<file path="config.mk">
export PLATFORM = sky130hd
export DESIGN_NAME = bmi_cnt
export DESIGN_NICKNAME = d
export VERILOG_FILES = /design/src/rtl/core/bmi_pkg.sv /design/src/rtl/core/bmi_cnt.sv
export SDC_FILE = /design/constraint.sdc
export NUM_CORES = 1
export LEC_CHECK = 0
export ABC_AREA = 1
export BUFFER_PORTS_ARGS = -buffer_cell sky130_fd_sc_hd__buf_2
export CAP_MARGIN = 10
export CORE_MARGIN = 4
export CORE_UTILIZATION = 40
export DETAILED_ROUTE_END_ITERATION = 12
export GPL_TIMING_DRIVEN = 0
export PLACE_DENSITY = 0.79
export SYNTH_ARGS = -nofsm -noshare
export SYNTH_HDL_FRONTEND = slang
export SYNTH_SLANG_ARGS = --single-unit
</file>
<file path="constraint.sdc">
create_clock -name i_clk -period 2.9 [get_ports i_clk]
set_input_delay 0.145 -clock i_clk [delete_from_list [all_inputs] [get_ports i_clk]]
set_output_delay 0.145 -clock i_clk [all_outputs]
set_load 0.05 [all_outputs]
</file>
<file path="src/rtl/core/bmi_pkg.sv">
// ----------------------------------------------------------------------------
// bmi_pkg
// Shared types and operation codes of the bit manipulation execute unit.
// ----------------------------------------------------------------------------
package bmi_pkg;

    localparam int unsigned DATA_W = 64;
    localparam int unsigned POS_W  = 6;
    localparam int unsigned CNT_W  = 7;

    // operation codes
    localparam logic [2:0] OP_ADDR = 3'd0;
    localparam logic [2:0] OP_DEP  = 3'd1;
    localparam logic [2:0] OP_EXT  = 3'd2;
    localparam logic [2:0] OP_LZC  = 3'd3;
    localparam logic [2:0] OP_TZC  = 3'd4;

    // control that travels beside the data through the pipe
    typedef struct packed {
        logic       valid;
        logic [2:0] op;
        logic [3:0] dest;
    } t_ctl;

endpackage

</file>
<file path="src/rtl/core/bmi_cnt.sv">
// ----------------------------------------------------------------------------
// bmi_cnt
// Leading and trailing zero counts, 64 for an all-zero value.
// One register stage.
// ----------------------------------------------------------------------------
module bmi_cnt (
    input  logic                        i_clk,
    input  logic [bmi_pkg::DATA_W-1:0]  i_val,
    output logic [bmi_pkg::CNT_W-1:0]   o_lz,
    output logic [bmi_pkg::CNT_W-1:0]   o_tz
);

    logic [bmi_pkg::CNT_W-1:0] n_lz;
    logic [bmi_pkg::CNT_W-1:0] n_tz;
    logic [bmi_pkg::CNT_W-1:0] r_lz;
    logic [bmi_pkg::CNT_W-1:0] r_tz;

    // priority encoders from each end
    always_comb begin
        n_lz = bmi_pkg::CNT_W'(bmi_pkg::DATA_W);
        n_tz = bmi_pkg::CNT_W'(bmi_pkg::DATA_W);
        for (int i = 0; i < bmi_pkg::DATA_W; i++) begin
            if (i_val[i]) begin
                n_lz = bmi_pkg::CNT_W'(bmi_pkg::DATA_W - 1 - i);
            end
        end
        for (int i = bmi_pkg::DATA_W - 1; i >= 0; i--) begin
            if (i_val[i]) begin
                n_tz = bmi_pkg::CNT_W'(i);
            end
        end
    end

    always_ff @(posedge i_clk) begin
        r_lz <= n_lz;
        r_tz <= n_tz;
    end

    assign o_lz = r_lz;
    assign o_tz = r_tz;

endmodule

</file>
==> flow_metrics.py, run 1 <==
metrics = {
    "outcome": {
        "outcome": "finished with violations",
        "violations": "setup timing",
    },
    "finish": {
        "syn2layout_area_growth_pct": 26.7,
        "layout-drive-gt1-share": 0.260,
        "multi_input_area_um2": 1100,
        "final_area_um2": 2620,
        "diodes": 0,
        "final.fill_count": 509,
        "finalNetCount": 519,
        "seq_area_um2": 280,
    },
    "logic_synthesis": {
        "synth_fp_nets": 436,
        "syn_avg_cell_area_um2": 5.56,
        "ys_seq_elements": 14,
        "syn_area_um2": 2060,
        "ys_seq_area_frac": 0.136,
        "netlist-cell-type-count": 18,
        "synth_top_flop_cell": "dfxtp_1",
        "yosysTopAreaCell": "nand2_1",
        "synth_most_common_cell": "nand2_1",
        "ys_top_cells_by_count": "196 x nand2_1, 53 x nor2_1, 45 x inv_1",
        "ys_warn_count": 0,
        "synth-edff-count": 0,
        "synthArstFlopShare": 0,
        "synthTopCellsByArea": "nand2_1 36%, bufinv_8 18%, dfxtp_1 14%",
        "syn_inst": 371,
        "yosysTopAreaCellShare": 0.356,
    },
    "min_path": {
        "worstHoldStart": "i_val[63]",
        "holdCritPathClass": "in2reg",
        "hold_depth": 2,
        "whs_endpoint": "o_lz[0]",
    },
    "timing": {
        "setup_tns_ps": -492,
        "fin_hold_ws_ps": 90.2,
        "hold_viol": 0,
        "layout_setup_ws_ps": -316,
        "period_share": 1.11,
        "slew_violations": 0,
        "fin_crit_ps": 3220,
        "slew_headroom": 0.791,
        "setup_viol": 2,
        "rsz0062_at_grt": "yes",
        "worstMarginPinSlew_ps": 309,
        "fmax_mhz": 311,
    },
    "routing": {
        "drc": 0,
        "wl_per_cell_um": 8.02,
        "ant_nets": 0,
        "avgViaCountPerCell": 4.10,
        "routed_wl_um": 4170,
        "vias": 2132,
        "drt_iter0_drc": 50,
        "firstDrtPassIters": 4,
    },
    "clock_network": {
        "cts_max_level": 1,
        "cts_buffers": 3,
        "path_clk_slew_ps": 50,
        "cts_tree": "done",
        "cts.sinks": 14,
        "clockRootBuffer": "clkbuf_8",
        "clockBufferDepth": 2,
    },
    "place": {
        "placed_area_um2": 2540,
        "gp_congestion": 0.748,
        "pre_cts_ws_ps": -486,
        "dp_hpwl_um": 3850,
        "portBuffers": 78,
    },
    "floorplanning": {
        "floorplan.initialDensity": 0.426,
        "fp.dieW_um": 79.8,
        "coreArea_um2": 4850,
        "dieArea_um2": 6370,
        "dieHeight_um": 79.8,
        "placement_rows": 25,
        "ios": 79,
    },
    "worst_setup_path": {
        "critPathSlowestCell": "buf_2",
        "required_ps": 3030,
        "path_max_fanout": 3,
        "end_kind": "register",
        "crit_path_start_kind": "input pin",
        "critical-path-max-stage-delay_ps": 120,
        "critPathKind": "in2reg",
        "crit_arrival_ps": 3350,
        "crit_path_frequent_cell": "nand2_1",
    },
    "job": {
        "max_cap_violations": 0,
    },
    "pwr": {
        "total_power_w": 0.000661,
        "peakVddDrop_uv": 203,
        "power.leakage_nw": 1.62,
        "power.density_nw_per_um2": 253,
    },
    "global_routing": {
        "grt_pass1_wl_um": 7090,
        "grt_max_degree": 9,
        "first_global_vias": 1980,
        "antenna_found_initial": 0,
        "overflow": 0,
        "track_usage": 0.130,
    },
}
==> metrics by stage <==
step            util  cells
2_1_floorplan      -    371
3_3_place_gp   0.524    516
3_5_place_dp   0.524    516
4_1_cts        0.536    520
5_1_grt        0.539    520
6_report       0.539    520
==> repair_timing <==
action	4_1_cts	5_1_grt
hold buffers	0	0
hold endpoints to repair	0	0
setup buffers	0	0
endpoints found under the setup margin	2	2
cloned	0	0
pin swaps	1	31
gates resized for setup	3	4
==> critical path, delay by kind of cell <==
kind / cells / cell delay, ps
simple gates: 61 / 3060
buf+inv: 1 / 120
compound gates: 1 / 50
==> layout make-up <==
type	instances	share of cell area
Clock buffer	4	0.0211
Inverter	78	0.264
Multi-Input combinational cell	279	0.422
Sequential cell	14	0.107
Tap cell	67	0.0321
Timing Repair Buffer	78	0.154
==> how the worst max path moves through the flow <==
stage	start	cells past startpoint	slack [ps]	end
final	i_val[0]	63	-320	o_lz[0]
after global routing	i_val[62]	64	-970	o_tz[0]
after detailed placement	i_val[62]	64	-490	o_tz[0]
after global placement	i_val[62]	64	-430	o_tz[0]
after floorplan	i_val[1]	63	6	o_lz[0]
after CTS	i_val[62]	64	-240	o_tz[0]
==> cells in the final DEF (no fill, tap or decap) <==
master / n
nand2_1: 195
buf_2: 76
nor2_1: 53
inv_1: 43
bufinv_8: 21
a21oi_1: 14
dfxtp_1: 14
inv_2: 8
o21ai_1: 6
bufinv_16: 4
clkbuf_8: 4
nand3_1: 2
buf_6: 2
o21ai_0: 1
a31oi_1: 1
o211ai_1: 1
clkinv_1: 1
inv_4: 1
nand2_2: 1
a21oi_2: 1
o311ai_0: 1
nor4_1: 1
nor3_1: 1
a41oi_1: 1
==> per-layer routing <==
metal | global-route usage | wire length (um) | vias up
met4 | 0.0152 | 8 | 0
met1 | 0.157 | 1890 | 850
met5 | 0 | 0 | -
met2 | 0.252 | 2050 | 41
met3 | 0.0113 | 227 | 2
li1 | - | - | 1239
==> flip-flops by register name, indices dropped and copies added, names as in the netlist <==
register / flops
o_tz: 7
o_lz: 7
==> cell families (layout without fill, tap and decap cells) <==
family                 Yosys count  count (layout)  synth area share
AOI/OAI and AO/OA               26              26            0.0685
buffers and inverters           78             160             0.333
DFF                             14              14             0.136
and+or+nand+nor                253             253             0.463
==> report_power, final <==
group          leakage, nW  internal (W)  switching [W]
clock               0.0288      0.000120      0.0000652
sequential           0.114      0.000197     0.00000132
combinational         1.48      0.000151       0.000127
total                 1.62      0.000467       0.000194
Power figures use the tool's default switching activity.
==> run 2: changes to the inputs <==
ABC_AREA = unset   (was 1)
PLACE_DENSITY = 0.83   (was 0.79)
==> run 2 against run 1 <==
The run now ends clean. Cell count is 26% lower. Synthesized cell count is 31% lower. Via count is 3.2% higher. Setup slack better by 1600 ps. Cell area is 19% lower. Global-route usage is 7.5 points higher. First-iteration DRC count grew to 3.1 times the previous value. Critical path type unchanged.
==> flow_metrics.py, run 2 <==
metrics = {
    "floorplanning": {
        "coreArea_um2": 3800,
        "ios": 79,
        "floorplan.initialDensity": 0.427,
        "fp.dieW_um": 71.6,
        "placement_rows": 22,
        "dieArea_um2": 5130,
        "dieHeight_um": 71.6,
    },
    "global_routing": {
        "grt_pass1_wl_um": 8710,
        "antenna_found_initial": 0,
        "track_usage": 0.204,
        "first_global_vias": 1951,
        "overflow": 0,
        "grt_max_degree": 9,
    },
    "clock_network": {
        "path_clk_slew_ps": 60,
        "cts_tree": "done",
        "cts.sinks": 14,
        "cts_resized": 0,
        "clockRootBuffer": "clkbuf_8",
        "clockBufferDepth": 2,
        "hold_buffers": 0,
        "cts_max_level": 1,
        "cts_buffers": 3,
        "post_cts_buffers": 0,
    },
    "finish": {
        "diodes": 0,
        "final_common_cell": "buf_2",
        "layout-drive-gt1-share": 0.264,
        "syn2layout_area_growth_pct": 30.9,
        "finalNetCount": 403,
        "fin_util": 0.558,
        "layout_common_cells": "77 x buf_2, 33 x nor2_1, 33 x a21oi_1",
        "final_area_um2": 2120,
        "final.fill_count": 403,
    },
    "logic_synthesis": {
        "ys_top_cells_by_count": "33 x a21oi_1, 33 x nor2_1, 25 x o21ai_0",
        "yosysTopAreaCellShare": 0.173,
        "synth-edff-count": 0,
        "syn_area_um2": 1620,
        "synth_top_flop_cell": "dfxtp_1",
        "ys_seq_elements": 14,
        "yosysTopAreaCell": "dfxtp_1",
        "ys_seq_area_frac": 0.173,
        "netlist-cell-type-count": 42,
        "synthArstFlopShare": 0,
        "ys_warn_count": 0,
        "synth_fp_nets": 321,
        "syn_avg_cell_area_um2": 6.33,
        "synthTopCellsByArea": "dfxtp_1 17%, a21oi_1 10%, o21ai_0 7.7%",
        "syn_inst": 256,
    },
    "timing": {
        "fin_crit_ps": 1610,
        "period_share": 0.555,
        "worstMarginPinSlew_ps": 645,
        "setup_tns_ps": 0,
        "rsz0062_at_grt": "no",
        "fmax_mhz": 621,
        "slew_headroom": 0.566,
        "slew_violations": 0,
        "setup_viol": 0,
        "hold_viol": 0,
    },
    "worst_setup_path": {
        "end_kind": "register",
        "critPathKind": "in2reg",
        "path_max_fanout": 5,
        "required_ps": 3040,
        "path_cells": "buf_2 -> nor4_1 -> and2_1 -> nand3_1 -> or2_2 -> nor2b_1",
        "critical-path-max-stage-delay_ps": 590,
        "critPathSlowestCell": "nor4_1",
        "crit_path_start_kind": "input pin",
        "crit_arrival_ps": 1760,
    },
    "routing": {
        "wl_per_cell_um": 14.1,
        "routed_wl_um": 5440,
        "drt_iter0_drc": 155,
        "firstDrtPassIters": 4,
        "ant_nets": 0,
        "vias": 2200,
        "avgViaCountPerCell": 5.71,
        "drc": 0,
    },
    "place": {
        "placed_area_um2": 2070,
        "dp_hpwl_um": 4580,
        "gp_congestion": 0.948,
        "portBuffers": 77,
    },
    "min_path": {
        "holdCritPathClass": "in2reg",
    },
    "outcome": {
        "outcome": "completed",
    },
    "pwr": {
        "power.density_nw_per_um2": 280,
        "total_power_w": 0.000595,
        "peakVddDrop_uv": 166,
        "power.leakage_nw": 0.893,
    },
    "job": {
        "max_cap_violations": 0,
    },
}
run 2: cell count changes in the layout (fill, tap and decap cells not counted), sizes merged, moves of 14 or more:
| cell | delta |
|---|---|
| a21oi | +18 |
| bufinv | -25 |
| inv | -32 |
| nand2 | -181 |
| nor2 | -20 |
| nor3 | +20 |
| nor4 | +14 |
| o21ai | +19 |
run 2: final cells by class:
class	instances	area, um2	area share
multi-input combinational	220	1250	0.589
timing repair buffer	77	385	0.182
sequential	14	280	0.132
inverter	21	80.1	0.0378
tap	48	60.1	0.0283
clock buffer	4	55.1	0.0260
buffer	1	11.3	0.00531
run 2: cells by family (layout without fill, tap and decap cells):
kind of cell / count (synthesis) / after routing / share of synthesized area
flip-flops: 14 / 14 / 0.173
buffers and inverters: 22 / 103 / 0.0564
AO/OA/AOI/OAI: 98 / 98 / 0.374
AND/OR/NAND/NOR: 122 / 122 / 0.397
run 2: power by group:
group | leakage (nW) | internal, W | switching [W]
registers | 0.114 | 0.000197 | 0.00000143
clock network | 0.0288 | 0.000120 | 0.0000749
logic | 0.750 | 0.0000739 | 0.000127
run 2: metrics by stage:
step / setup slack (ps) / cells / hold slack [ps]
global placement: 1080 / 381 / 485
CTS: 1340 / 385 / 224
floorplan: 1340 / 256 / 299
detailed placement: 1080 / 381 / 483
finish: 1290 / 385 / 232
global route: 1210 / 385 / 266
run 2: routing by layer:
layer / vias up / wire length, um / track usage / part of all wire
met5: - / 0 / 0 / 0
met2: 69 / 2550 / 0.338 / 0.47
li1: 1150 / - / - / -
met3: 6 / 286 / 0.0281 / 0.053
met4: 0 / 65 / 0.0626 / 0.012
met1: 975 / 2540 / 0.274 / 0.47
run 2: worst paths after layout:
check / start / to / depth (start not counted)
worst max-delay path: i_val[12] / o_lz[5] / 6
worst min-delay path: i_val[59] / o_lz[2] / 3
run 2: worst max-delay path: cells and delay by family:
kind,cells,cell delay [ps]
simple gates,5,1480
buf+inv,1,130
