==> config.mk <==
export PLATFORM = sky130hd
export DESIGN_NAME = bmi_agu
export DESIGN_NICKNAME = d
export VERILOG_FILES = /design/src/rtl/core/bmi_pkg.sv /design/src/rtl/core/bmi_agu.sv
export SDC_FILE = /design/constraint.sdc
export NUM_CORES = 1
export LEC_CHECK = 0
export ABC_AREA = 1
export BUFFER_PORTS_ARGS = -buffer_cell sky130_fd_sc_hd__buf_2
export CAP_MARGIN = 20
export CORE_ASPECT_RATIO = 1.2
export CORE_MARGIN = 2
export CORE_UTILIZATION = 40
export CTS_CLUSTER_DIAMETER = 200
export DETAILED_ROUTE_END_ITERATION = 12
export PLACE_DENSITY = 0.64
export SLEW_MARGIN = 20
export SYNTH_ARGS = -nofsm -noshare
export SYNTH_HDL_FRONTEND = slang
export SYNTH_SLANG_ARGS = --single-unit
==> constraint.sdc <==
create_clock -name i_clk -period 2 [get_ports i_clk]
set_input_delay 0.2 -clock i_clk [delete_from_list [all_inputs] [get_ports i_clk]]
set_output_delay 0.2 -clock i_clk [all_outputs]
set_load 0.02 [all_outputs]
==> src/rtl/core/bmi_pkg.sv <==
// ----------------------------------------------------------------------------
// bmi_pkg
// Shared types and operation codes of the bit manipulation execute unit.
// ----------------------------------------------------------------------------
package bmi_pkg;

    localparam int unsigned DATA_W = 64;
    localparam int unsigned POS_W  = 6;
    localparam int unsigned CNT_W  = 7;

    // operation codes
    localparam logic [2:0] OP_ADDR = 3'd0;
    localparam logic [2:0] OP_DEP  = 3'd1;
    localparam logic [2:0] OP_EXT  = 3'd2;
    localparam logic [2:0] OP_LZC  = 3'd3;
    localparam logic [2:0] OP_TZC  = 3'd4;

    // control that travels beside the data through the pipe
    typedef struct packed {
        logic       valid;
        logic [2:0] op;
        logic [3:0] dest;
    } t_ctl;

endpackage

==> src/rtl/core/bmi_agu.sv <==
// ----------------------------------------------------------------------------
// bmi_agu
// Scaled index address: 32-bit index sum, extend and scale, base add.
// Two register stages; the base add is left to the output stage.
// ----------------------------------------------------------------------------
module bmi_agu (
    input  logic                        i_clk,
    input  logic [31:0]                 i_index,
    input  logic [bmi_pkg::DATA_W-1:0]  i_base,
    input  logic signed [19:0]          i_displacement,
    input  logic [2:0]                  i_scale_shift,
    input  logic                        i_logical_index,
    input  logic                        i_index_present,
    input  logic                        i_base_present,
    output logic [bmi_pkg::DATA_W-1:0]  o_scaled,
    output logic [bmi_pkg::DATA_W-1:0]  o_base
);

    logic [31:0]                n_sum;
    logic [bmi_pkg::DATA_W-1:0] n_ext;
    logic [bmi_pkg::DATA_W-1:0] r_ext;
    logic [2:0]                 r_sh;
    logic [bmi_pkg::DATA_W-1:0] r_base1;
    logic [bmi_pkg::DATA_W-1:0] r_scaled;
    logic [bmi_pkg::DATA_W-1:0] r_base2;

    // index sum wraps at 32 bits, then zero or sign extension
    always_comb begin
        n_sum = 32'(i_displacement) + (i_index_present ? i_index : 32'd0);
        n_ext = i_logical_index ? {32'd0, n_sum} : {{32{n_sum[31]}}, n_sum};
    end

    // stage 1 and stage 2 registers
    always_ff @(posedge i_clk) begin
        r_ext    <= n_ext;
        r_sh     <= i_scale_shift;
        r_base1  <= i_base_present ? i_base : '0;
        r_scaled <= r_ext << r_sh;
        r_base2  <= r_base1;
    end

    assign o_scaled = r_scaled;
    assign o_base   = r_base2;

endmodule

==> run_results.csv, run 1 <==
group,metric,value,unit
outcome,status,"finished, final reports clean",
power,power.share.switching,26.98,%
worst_setup_path,required,2.38,ns
yosys,netlist_top_cells_area,"dfxtp_1, nand2_1, inv_1",
yosys,async_flop_share,0,%
cts,h-tree-depth,1,
yosys,seq_area_frac_synth,49.67,%
yosys,synth_edf_count,0,
cts,cts_tree,"built",
place,pre_cts_ws,-0.1208,ns
power,power_frac_comb,19.6,%
cells_and_area,n_fill_cell,1791,
sta,slew_headroom,55.91,%
route,firstDrtPassIters,4,
cts,ctsLongestPathBuffers,3,
hold_path,holdCritPathClass,"in2reg",
power,internal_power,7.644,mW
global_routing,grt_use_total,18.37,%
sta,tightestPinTransition,0.6613,ns
global_routing,first_global_vias,7075,
cells_and_area,design_area,11270,sq um
place,gp_congestion,0.8577,
yosys,postSynthAreaPerCell,7.606,sq um
yosys,synth.most_common_cell,"nand2_1",
yosys,yosysTopAreaCell,"dfxtp_1",
die,num_rows,57,
sta,min_period,1.869,ns
worst_setup_path,crit_fanout,3,
cts,root_buffer,"clkbuf_16",
cts,postCtsSetupRepairBufs,0,
yosys,ys.warnings.count,0,
power,seqPwrFrac,44.0,%
sta,finalCritPeriodShare,93.43,%
global_routing,grt-ovfl-total,0,
cells_and_area,drive_above_1_share,25.14,%
yosys,netlist.area_leader.share,49.67,%
sta,rsz0062_at_grt,"false",
place,placed_area,9905,sq um
worst_setup_path,worstSetupEndpointType,"flip-flop",
cells_and_area,nNetsFinal,1575,
worst_setup_path,start_kind,"primary input",
place,portBuffers,250,
yosys,synth_fp_nets,1236,
die,ioPinCount,251,
sta,clock_skew,0.006416,ns
power,p_leak,6.466,nW
job,max_cap_violations,0,
cts,cts.sinks,204,
cts,path_clk_slew,0.07,ns
worst_setup_path,path_class,"in2reg",
route,dr.first_iter.drc_count,211,
die,chipWidth,134.9,um
global_routing,antenna_found_initial,0,
sta,holdWs,0.03432,ns
global_routing,grt_pass1_wl,32890,um
place,hpwlAfterDp,15730,um
die,start_util,40.74,%
yosys,synth_flop_cell,"dfxtp_1",
cells_and_area,antenna_cells,0,
sta,fmax,0.5352,GHz
route,drt-total-wl,20660,um
cts,post_cts_resized,0,
cts,cts_inserted_buffers,18,
route,via_per_inst,4.329,
worst_setup_path,worstPathArrival,2.25,ns
cts,hold_buffers,69,
power,peakVddDrop,0.8544,mV
cts,clkLatencyLatePin,0.47,ns
sta,tns,0,ns
power,power_density,928.5,nW/um^2
yosys,syn-instance-count,1081,
route,ant_nets,0,
yosys,ys_ff_latch,204,
power,p_clk_share,36.4,%
sta,hold_viol_final,0,
power,power.total,10.47,mW
cells_and_area,area_growth,37.13,%
yosys,syn-cell-area,8222,sq um
route,avgRoutedWirePerCell,12.17,um
die,dieArea,21720,sq um
sta,slew_viol_final,0,
yosys,ys_top_cells_by_count,"nand2_1, dfxtp_1, inv_1",
global_routing,grt_max_degree,65,
power,p_sw,2.824,mW
route,drt_drc_violations_left,0,
die,core,20180,sq um
die,fp.dieH,161.1,um
sta,setup_ws,0.1315,ns
yosys,synth_cell_types,34,
sta,setup_viol,0,
route,vias,7347,
-- through the flow --
step | util [%] | std cells
floorplan | - | 1081
global placement | 49.07 | 1596
detailed placement | 49.07 | 1596
CTS | 55.86 | 1697
global route | 55.86 | 1697
finish | 55.86 | 1697
-- worst max-delay path, cell delays in order --
cell,delay (ns)
dlygate4sd3_1,0.53
buf_2,0.12
ha_1,0.21
fa_1,0.39
nand2_1,0.08
nand2_1,0.07
nand3b_1,0.08
nand2_1,0.08
nand2_1,0.09
nand2_2,0.08
a21oi_2,0.16
xnor2_1,0.15
-- flip-flops by register name (all words and copies together), names as in the netlist --
register,count
o_base,64
r_ext,33
o_scaled,40
r_sh,3
r_base1,64
-- power by group through the flow --
| stage | Sequential (mW) | Combinational [mW] | Clock [mW] |
|---|---|---|---|
| floorplan | 4.91 | 1.00 | 0 |
| global placement | 4.68 | 1.94 | 0 |
| detailed placement | 4.69 | 1.95 | 0 |
| CTS | 4.60 | 2.06 | 3.90 |
| global route | 4.64 | 2.29 | 4.07 |
| finish | 4.60 | 2.05 | 3.81 |
-- final timing paths --
kind / endpoint / slack [ns] / from / cells past startpoint
worst min-delay path: r_ext[1] / 0.03 / i_displacement[1] / 2
worst min register to register: o_base[13] / 0.32 / r_base1[13] / 0
worst max register to register: o_scaled[20] / 0.48 / r_sh[0] / 5
worst max-delay path: r_ext[18] / 0.13 / i_displacement[0] / 12
-- per-layer routing --
layer	track usage [%]	vias to the layer above	routed length, um
met5	0	-	0
met4	4.306	0	324
met3	2.888	26	1373
met2	34.49	199	10160
met1	21.70	3196	8802
li1	-	3926	-
-- cells in the final DEF (no fill, tap or decap), types with 2 or more instances in the layout --
cell type	instances
nor2_2	5
nand2_2	9
nand4_1	3
bufinv_16	4
clkinvlp_4	2
nand3_1	40
mux2i_1	5
o21ai_0	70
clkbuf_16	19
dlygate4sd3_1	69
nor2_1	50
inv_2	3
inv_1	175
xor2_1	18
o21bai_1	6
dfxtp_1	204
a21oi_1	28
nand3b_1	3
buf_4	55
ha_1	31
clkbuf_8	3
buf_2	250
a21o_1	3
nand2_4	2
nor3_1	7
xnor2_1	2
nand2_1	352
clkinv_2	2
-- kinds of logic (layout without fill, tap and decap cells) --
family                   count (synthesis)  after routing  synth area share, %
AO/OA/AOI/OAI                          112            112                7.214
XOR/XNOR                                20             20                2.131
adder cells (fa/ha/maj)                 32             32                4.961
buffers and inverters                  233            584                11.93
flip-flops                             204            204                49.67
multiplexers                             5              5               0.6088
AND/OR/NAND/NOR                        475            475                23.48
-- layout make-up --
type	instances	area, sq um	area share [%]
Tap cell	265	331.6	2.941
Multi-Input combinational cell	644	3157	28.00
Clock buffer	22	516.7	4.583
Sequential cell	204	4084	36.22
Clock inverter	10	162.7	1.443
Inverter	178	668.1	5.926
Timing Repair Buffer	374	2355	20.89
Power figures use the tool's default switching activity.
==> run 2: changes to the inputs <==
--- a/config.mk
+++ b/config.mk
@@ -6,13 +6,14 @@
 export NUM_CORES = 1
 export LEC_CHECK = 0
 export ABC_AREA = 1
-export BUFFER_PORTS_ARGS = -buffer_cell sky130_fd_sc_hd__buf_2
+export BUFFER_PORTS_ARGS = -buffer_cell sky130_fd_sc_hd__clkbuf_2
 export CAP_MARGIN = 20
-export CORE_ASPECT_RATIO = 1.2
+export CORE_ASPECT_RATIO = 2
 export CORE_MARGIN = 2
 export CORE_UTILIZATION = 40
 export CTS_CLUSTER_DIAMETER = 200
 export DETAILED_ROUTE_END_ITERATION = 12
+export HOLD_SLACK_MARGIN = 0.15
 export PLACE_DENSITY = 0.64
 export SLEW_MARGIN = 20
 export SYNTH_ARGS = -nofsm -noshare
==> run_results.csv, run 2 (synthesized netlist as in run 1, its figures left out) <==
group,metric,value,unit
worst_setup_path,cp_cell_sequence,"dlygate4sd3_1, clkbuf_2, ha_1, nand2_1, inv_1, nand2_1, nand2_1, a21oi_1, nor2_1, nor2_1, nand2_1, nand2_1, nand2_1",
place,pre_cts_ws,-0.08887,ns
cts,path_clk_slew,0.07,ns
die,chipWidth,105.4,um
die,start_util,40.55,%
die,dieArea,21790,sq um
global_routing,antenna_found_initial,0,
sta,tns,0,ns
die,ioPinCount,251,
place,gp_congestion,0.8874,
sta,setup_ws,0.1691,ns
place,placed_area,9796,sq um
global_routing,grt_max_degree,41,
worst_setup_path,worstPathArrival,2.19,ns
worst_setup_path,required,2.36,ns
hold_path,holdCritPathClass,"in2reg",
cells_and_area,layout_common_cells,"nand2_1, clkbuf_2, dfxtp_1, inv_1, dlygate4sd3_1",
sta,finalCritPeriodShare,91.55,%
cts,ctsLongestPathBuffers,3,
cells_and_area,antenna_cells,0,
worst_setup_path,reg2reg_depth,8,
route,drt_drc_violations_left,0,
global_routing,grt.busiest_layer,"met2",
global_routing,use_met2,40.71,%
sta,clock_skew,0.007530,ns
worst_setup_path,path_class,"in2reg",
sta,tightestPinTransition,0.7046,ns
sta,slew_viol_final,0,
sta,min_period,1.831,ns
cells_and_area,final_cells,1683,
global_routing,first_global_vias,7221,
place,dp.cells,1579,
global_routing,grt-ovfl-total,0,
route,dr.first_iter.drc_count,275,
die,core,20280,sq um
route,vias,7440,
power,power_density,882.4,nW/um^2
route,drt-total-wl,20800,um
die,num_rows,74,
worst_setup_path,cpMostUsedCell,"nand2_1",
cts,root_buffer,"clkbuf_16",
sta,fmax,0.5462,GHz
sta,slew_headroom,52.96,%
cells_and_area,finalCoreUtilization,54.83,%
job,max_cap_violations,0,
power,p_leak,6.357,nW
die,fp.dieH,206.8,um
sta,setup_viol,0,
cts,h-tree-depth,1,
worst_setup_path,crit_cells,13,
route,via_per_inst,4.421,
worst_setup_path,crit_buf_inv,3,
cells_and_area,drive_above_1_share,23.85,%
route,ant_nets,0,
worst_setup_path,crit_path_top_delay_cell,"dlygate4sd3_1",
cells_and_area,area_growth,35.23,%
cells_and_area,layout_commonest_cell,"nand2_1",
sta,hold_viol_final,0,
cts,cts_tree,"built",
worst_setup_path,max_stage_delay,0.54,ns
cells_and_area,design_area,11120,sq um
route,avgRoutedWirePerCell,12.36,um
cells_and_area,nNetsFinal,1563,
global_routing,grt_use_total,18.91,%
cts,cts_inserted_buffers,16,
power,peakVddDrop,0.6232,mV
worst_setup_path,start_kind,"primary input",
sta,rsz0062_at_grt,"false",
worst_setup_path,crit_fanout,4,
place,portBuffers,250,
cts,cts.sinks,204,
global_routing,grt_pass1_wl,32960,um
place,hpwlAfterDp,16680,um
outcome,status,"finished, final reports clean",
cts,clkLatencyLatePin,0.47,ns
route,firstDrtPassIters,4,
worst_setup_path,worstSetupEndpointType,"flip-flop",
worst_setup_path,crit_family,"simple AND/OR/NAND/NOR gates",
global_routing,gr-usage-met3,2.355,%
global_routing,grt_use_met1,16.41,%
hold_path,min_path_cells,3,
[run 2: cell count changes in the layout (fill, tap and decap cells not counted), moves of 2 or more]
cell           previous run  this run
buf_12                    0         2
buf_2                   250         0
buf_4                    55        35
bufinv_16                 4         1
clkbuf_16                19        17
clkbuf_2                  0       250
dlygate4sd3_1            69        77
[run 2: layout make-up]
class,count,area (sq um)
Clock buffer,22,484.2
Clock inverter,5,62.56
Fill cell,1950,9159
Inverter,178,668.1
Multi-Input combinational cell,644,3162
Sequential cell,204,4084
Tap cell,266,332.8
Timing Repair Buffer,364,2325
[run 2: layer usage]
layer,share of wire [%],wire length [um]
met5,0,0
met4,4.1,846
met3,5.5,1141
met2,58,12010
met1,33,6803
[run 2: repair_timing]
action,CTS,global route
hold buffers,77,0
endpoints found under the setup margin,0,3
resized for setup,0,2
hold endpoints to repair,75,0
setup buffers,0,0
[run 2: stage by stage]
| stage | hold slack, ns | total power [mW] |
|---|---|---|
| final | 0.1757 | 9.811 |
| after CTS | 0.1602 | 9.946 |
| after global routing | 0.1918 | 10.35 |
| after global placement | 0.3039 | 6.585 |
| after detailed placement | 0.3050 | 6.605 |
| after floorplan | 0.2277 | 5.916 |
[run 2: report_power, final]
part	total [mW]	switching (mW)	internal [mW]
sequential	4.60	0.149	4.46
clock	3.19	1.35	1.84
combinational	2.01	1.22	0.787
total	9.81	2.73	7.08
[run 2: worst paths after layout]
kind	to	from	slack (ns)
worst max register to register	o_scaled[10]	r_sh[0]	0.58
worst min-delay path	r_ext[5]	i_displacement[5]	0.18
worst max-delay path	r_ext[27]	i_displacement[13]	0.17
worst min register to register	o_base[59]	r_base1[59]	0.32
[run 2: tightest hold or removal path, stage by stage]
cell and delay (ns):
clkbuf_2 0.08, ha_1 0.22, xor2_1 0.09
